### src/sv/assert_macros.svh
// Assertion macros used by the perfect gas EOS top level.
// Needs a clock named clk and an active-low reset named arst_n in scope.
`ifndef ASSERT_MACROS_SVH
`define ASSERT_MACROS_SVH

// Checked only while out of reset.
`define EOS_ASSERT(lbl, prop, msg) \
	lbl: assert property (@(posedge clk) disable iff (!arst_n) (prop)) else $error(msg);

// Checked at every edge, reset included.
`define EOS_ASSERT_ALWAYS(lbl, prop, msg) \
	lbl: assert property (@(posedge clk) (prop)) else $error(msg);

`endif

### src/sv/eos_pkg.sv
// Types, constants and the square root step for the perfect gas EOS pipeline.
// No dependencies.
package eos_pkg;

	localparam int unsigned GAMMA_W     = 32;
	localparam int unsigned IN_W        = 48;
	localparam int unsigned PRES_W      = 64;
	localparam int unsigned SLOPE_W     = 52;
	localparam int unsigned ROOT_W      = 44;
	localparam int unsigned RAD_W       = 2 * ROOT_W;
	localparam int unsigned REM_W       = ROOT_W + 3;
	localparam int unsigned SQRT_BITS   = 4;
	localparam int unsigned SQRT_STAGES = ROOT_W / SQRT_BITS;

	localparam logic [GAMMA_W-1:0] GAMMA_ONE   = 32'h1000_0000;
	localparam logic [GAMMA_W-1:0] GAMMA_RESET = 32'd375809638;

	typedef struct packed {
		logic [PRES_W-1:0]  pressure;
		logic [SLOPE_W-1:0] slope;
		logic               zero_density;
		logic               pressure_saturated;
	} eos_side_t;

	typedef struct packed {
		logic [REM_W-1:0]  rem;
		logic [ROOT_W-1:0] root;
	} sqrt_acc_t;

	function automatic sqrt_acc_t sqrt_step(input sqrt_acc_t a, input logic [1:0] pair);
		logic [REM_W-1:0] r;
		logic [REM_W-1:0] trial;
		sqrt_acc_t        o;
		r     = {a.rem[REM_W-3:0], pair};
		trial = {1'b0, a.root, 2'b01};
		if (r >= trial) begin
			o.rem  = r - trial;
			o.root = {a.root[ROOT_W-2:0], 1'b1};
		end else begin
			o.rem  = r;
			o.root = {a.root[ROOT_W-2:0], 1'b0};
		end
		return o;
	endfunction

endpackage

### src/sv/eos_sqrt_stage.sv
// One stage of the pipelined square root: four result bits per stage.
// Depends on eos_pkg.
module eos_sqrt_stage (
	input  logic                        clk,
	input  logic                        arst_n,
	input  logic                        in_valid,
	input  eos_pkg::sqrt_acc_t          in_acc,
	input  logic [eos_pkg::RAD_W-1:0]   in_rad,
	input  eos_pkg::eos_side_t          in_side,
	output logic                        out_valid,
	output eos_pkg::sqrt_acc_t          out_acc,
	output logic [eos_pkg::RAD_W-1:0]   out_rad,
	output eos_pkg::eos_side_t          out_side
);

	eos_pkg::sqrt_acc_t acc_next;

	always_comb begin
		eos_pkg::sqrt_acc_t a;
		a = in_acc;
		for (int i = 0; i < int'(eos_pkg::SQRT_BITS); i++) begin
			a = eos_pkg::sqrt_step(a, in_rad[eos_pkg::RAD_W-1-2*i -: 2]);
		end
		acc_next = a;
	end

	always_ff @(posedge clk or negedge arst_n) begin
		if (!arst_n) begin
			out_valid <= 1'b0;
		end else begin
			out_valid <= in_valid;
		end
	end

	always_ff @(posedge clk) begin
		out_acc  <= acc_next;
		out_rad  <= in_rad << (2 * eos_pkg::SQRT_BITS);
		out_side <= in_side;
	end

endmodule

### config.mk
export PLATFORM = sky130hd
export DESIGN_NAME = eos_sqrt_stage
export DESIGN_NICKNAME = d
export VERILOG_FILES = /design/src/sv/assert_macros.svh /design/src/sv/eos_pkg.sv /design/src/sv/eos_sqrt_stage.sv
export SDC_FILE = /design/constraint.sdc
export NUM_CORES = 1
export LEC_CHECK = 0
export BUFFER_PORTS_ARGS = -buffer_cell sky130_fd_sc_hd__buf_2
export CORE_MARGIN = 10
export CORE_UTILIZATION = 40
export DETAILED_ROUTE_END_ITERATION = 10
export GPL_TIMING_DRIVEN = 0
export PLACE_DENSITY = 0.65
export SETUP_SLACK_MARGIN = 0.2
export SLEW_MARGIN = 0
export SYNTH_ARGS = -nofsm -noshare
export SYNTH_HDL_FRONTEND = slang
export SYNTH_SLANG_ARGS = --single-unit
export TNS_END_PERCENT = 50
### constraint.sdc
create_clock -name clk -period 0.8 [get_ports clk]
set_input_delay 0.2 -clock clk [delete_from_list [all_inputs] [get_ports clk]]
set_output_delay 0.2 -clock clk [all_outputs]
set_load 0.01 [all_outputs]
==> results.json <==
{
  "status": "finished with violations",
  "violations": "negative setup slack",
  "hp-class": "in -> reg",
  "hold_viol": 0,
  "hp-start": "in_rad[80]",
  "dieArea_um2": 55600,
  "drc": 0,
  "synth_cell_type_count": 83,
  "grt_pass1_vias": 21600,
  "grt_antenna_before_repair": 17,
  "hpwl_um": 84200,
  "path_delay_family": "compound AO/OA/AOI/OAI gates",
  "viasPerCell": 5.68,
  "routed_wl_um": 110000,
  "maxSlewViolCount": 0,
  "crit_path_max_incr_delay_ns": 0.41,
  "die_h_um": 236,
  "drtPass1Iterations": 5,
  "area_delta_synth_final_pct": 67.3,
  "start_util": 0.408,
  "critPathArrivalTime_ns": 11.81,
  "detail-route-antenna-nets": 0,
  "rows": 78,
  "final-seq-area_um2": 6070,
  "utilization": 0.682,
  "top_layer": "met5",
  "slowest_stage": "or3_1",
  "fmax_ghz": 0.0883,
  "timing.slew.headroom": 0.303,
  "met2_length_um": 51900,
  "ys_seq_area_frac": 0.312,
  "clk_pin_slew_ns": 0.07,
  "grt-ovfl-total": 0,
  "drtIter0Drc": 1895,
  "numClockSinks": 290,
  "rsz0062_at_grt": "yes",
  "instances_no_fill": 3931,
  "grt_pass1_wl_um": 153000,
  "cp_max_fo": 10,
  "wl_met1_um": 42600,
  "whs_endpoint": "out_acc[44]",
  "fill_cells": 3597,
  "multi_input_area_um2": 13800,
  "grt_max_degree": 15,
  "numCtsBuffers": 29,
  "crit_type": "in -> reg",
  "htree_levels": 1,
  "period_needed_ns": 11.33,
  "path_common_cell": "a21o_1",
  "critPathCaptureType": "flip-flop",
  "grt_use_total": 0.366,
  "setup_ws_ns": -10.53,
  "routedWlPerCell_um": 28.1,
  "setup_violations": 341,
  "maxCapViolations": 0,
  "drive_gt1_frac": 0.428,
  "pin_count": 598,
  "syn_inst": 2248,
  "cts_tree": "built",
  "clk_path_buf_depth": 3,
  "dp_cells": 3442,
  "start_kind": "primary input",
  "min_path_cells": 2,
  "fin_nets": 3782,
  "ys_ff_latch": 290,
  "pre_cts_ws_ns": -14.04,
  "synth_edf_count": 0,
  "cp.required_ns": 1.28,
  "power.density_nw_per_um2": 4600,
  "max-vdd-ir-drop_v": 0.00316,
  "port_buffers": 587,
  "ys_warn_count": 0,
  "routed-wl-met3_um": 8580,
  "async_reset_ff_frac": 0.00345,
  "path_buf_inv": 6,
  "die_x_um": 236,
  "core-area_um2": 45700,
  "vias": 22300,
  "avgSynthCellArea_um2": 8.28,
  "power_leakage_uw": 0.0143,
  "netlist_area_um2": 18600,
  "cts_root_buffer": "clkbuf_16",
  "fin_setup_tns_ns": -635.30,
  "worst_pin_slew_ns": 1.04,
  "synth_flop_cell": "dfxtp_1",
  "fin_crit_sh": 14.2,
  "gp_congestion": 1.03
}
## logic make-up (layout without fill, tap and decap cells)
family                     count (synthesis)  count (layout)  share of synthesized area
muxes                                     48              48                     0.0290
DFF                                      290             290                      0.312
and+or+nand+nor                          619             619                      0.162
other                                      1              20                   0.000201
buffers and inverters                    198            1262                     0.0427
xor gates and xnor gates                 156             156                     0.0734
AOI/OAI and AO/OA                        752             752                      0.257
adders and majority gates                184             184                      0.124
## timing repair
item | 4_1_cts | 5_1_grt
endpoints found under the hold margin | 242 | 2
resized for setup | 726 | 251
cloned | 4 | 0
hold buffers | 240 | 1
endpoints found under the setup margin | 341 | 342
buffers inserted | 118 | 62
pin swaps | 97 | 83
## metrics by stage
step	instance area, um2	power [uW]	hold slack [ns]
final	31200	143000	0.0100
after global routing	31100	150000	-0.0121
after CTS	29600	133000	-0.259
after detailed placement	22800	97400	-0.0216
after global placement	22800	97200	-0.0239
after floorplan	19100	76600	-0.0956
## per-layer routing
| metal | up-vias | GRT usage |
|---|---|---|
| li1 | 10200 | - |
| met1 | 10800 | 0.430 |
| met2 | 1064 | 0.611 |
| met3 | 262 | 0.0820 |
| met4 | 6 | 0.197 |
| met5 | - | 0 |
## cell type report
type	instances	share of cell area
diodes	12	0.000964
plain buffers	89	0.0300
clock buffers	39	0.0264
clock inverters	13	0.00562
inverters	109	0.0171
multi-input cells	1767	0.443
flip-flops and latches	290	0.195
well taps	600	0.0241
repair buffers	1012	0.258
## power by group
part | leakage [uW] | switching (uW) | internal (uW) | total, uW
combinational | 0.0113 | 61000 | 49600 | 111000
sequential | 0.00245 | 825 | 17300 | 18100
clock | 0.000495 | 6130 | 8490 | 14600
total | 0.0143 | 67900 | 75300 | 143000
## how the worst max path moves through the flow
stage                          start           to  slack (ns)  cells past startpoint
after CTS                 in_acc[11]  out_acc[87]      -10.45                     62
final                     in_acc[11]  out_acc[88]      -10.53                     63
after global routing      in_acc[11]  out_acc[87]      -10.85                     62
after floorplan            in_acc[8]  out_acc[87]       -9.66                     63
after detailed placement  in_acc[39]  out_acc[73]      -14.04                     58
after global placement    in_acc[39]  out_acc[73]      -14.14                     58
## cell usage in the layout (no fill, tap or decap), types with 37 or more instances in the layout
cell type / Yosys / final
nand3_1: 41 / 37
dfxtp_2: 0 / 169
ha_4: 0 / 47
ha_1: 184 / 129
buf_4: 10 / 179
xor2_1: 55 / 54
a21o_1: 131 / 131
inv_1: 106 / 77
a21oi_2: 1 / 42
o21ai_0: 149 / 91
nand2_1: 180 / 172
nor2_1: 154 / 126
buf_2: 11 / 403
a21oi_1: 263 / 207
dlygate4sd3_1: 0 / 241
clkbuf_16: 0 / 37
dfxtp_1: 289 / 108
buf_6: 0 / 194
xnor2_1: 101 / 99
## cells in the mapped netlist, drive strengths merged (36+ instances only)
| master | instances | area [um2] |
|---|---|---|
| a21o | 131 | 983 |
| a21oi | 265 | 1340 |
| and3 | 38 | 238 |
| clkbuf | 57 | 215 |
| dfxtp | 289 | 5790 |
| ha | 184 | 2300 |
| inv | 108 | 405 |
| mux2 | 44 | 499 |
| nand2 | 180 | 676 |
| nand2b | 36 | 225 |
| nand3 | 42 | 215 |
| nand4 | 36 | 225 |
| nor2 | 155 | 584 |
| o21ai | 151 | 756 |
| xnor2 | 101 | 885 |
| xor2 | 55 | 482 |
## sequential cells by signal (all words and copies together), names as in the netlist
register   flops
out_side     118
out_rad       80
out_acc       91
out_valid      1
No activity file was read; power rests on OpenSTA's default activity.
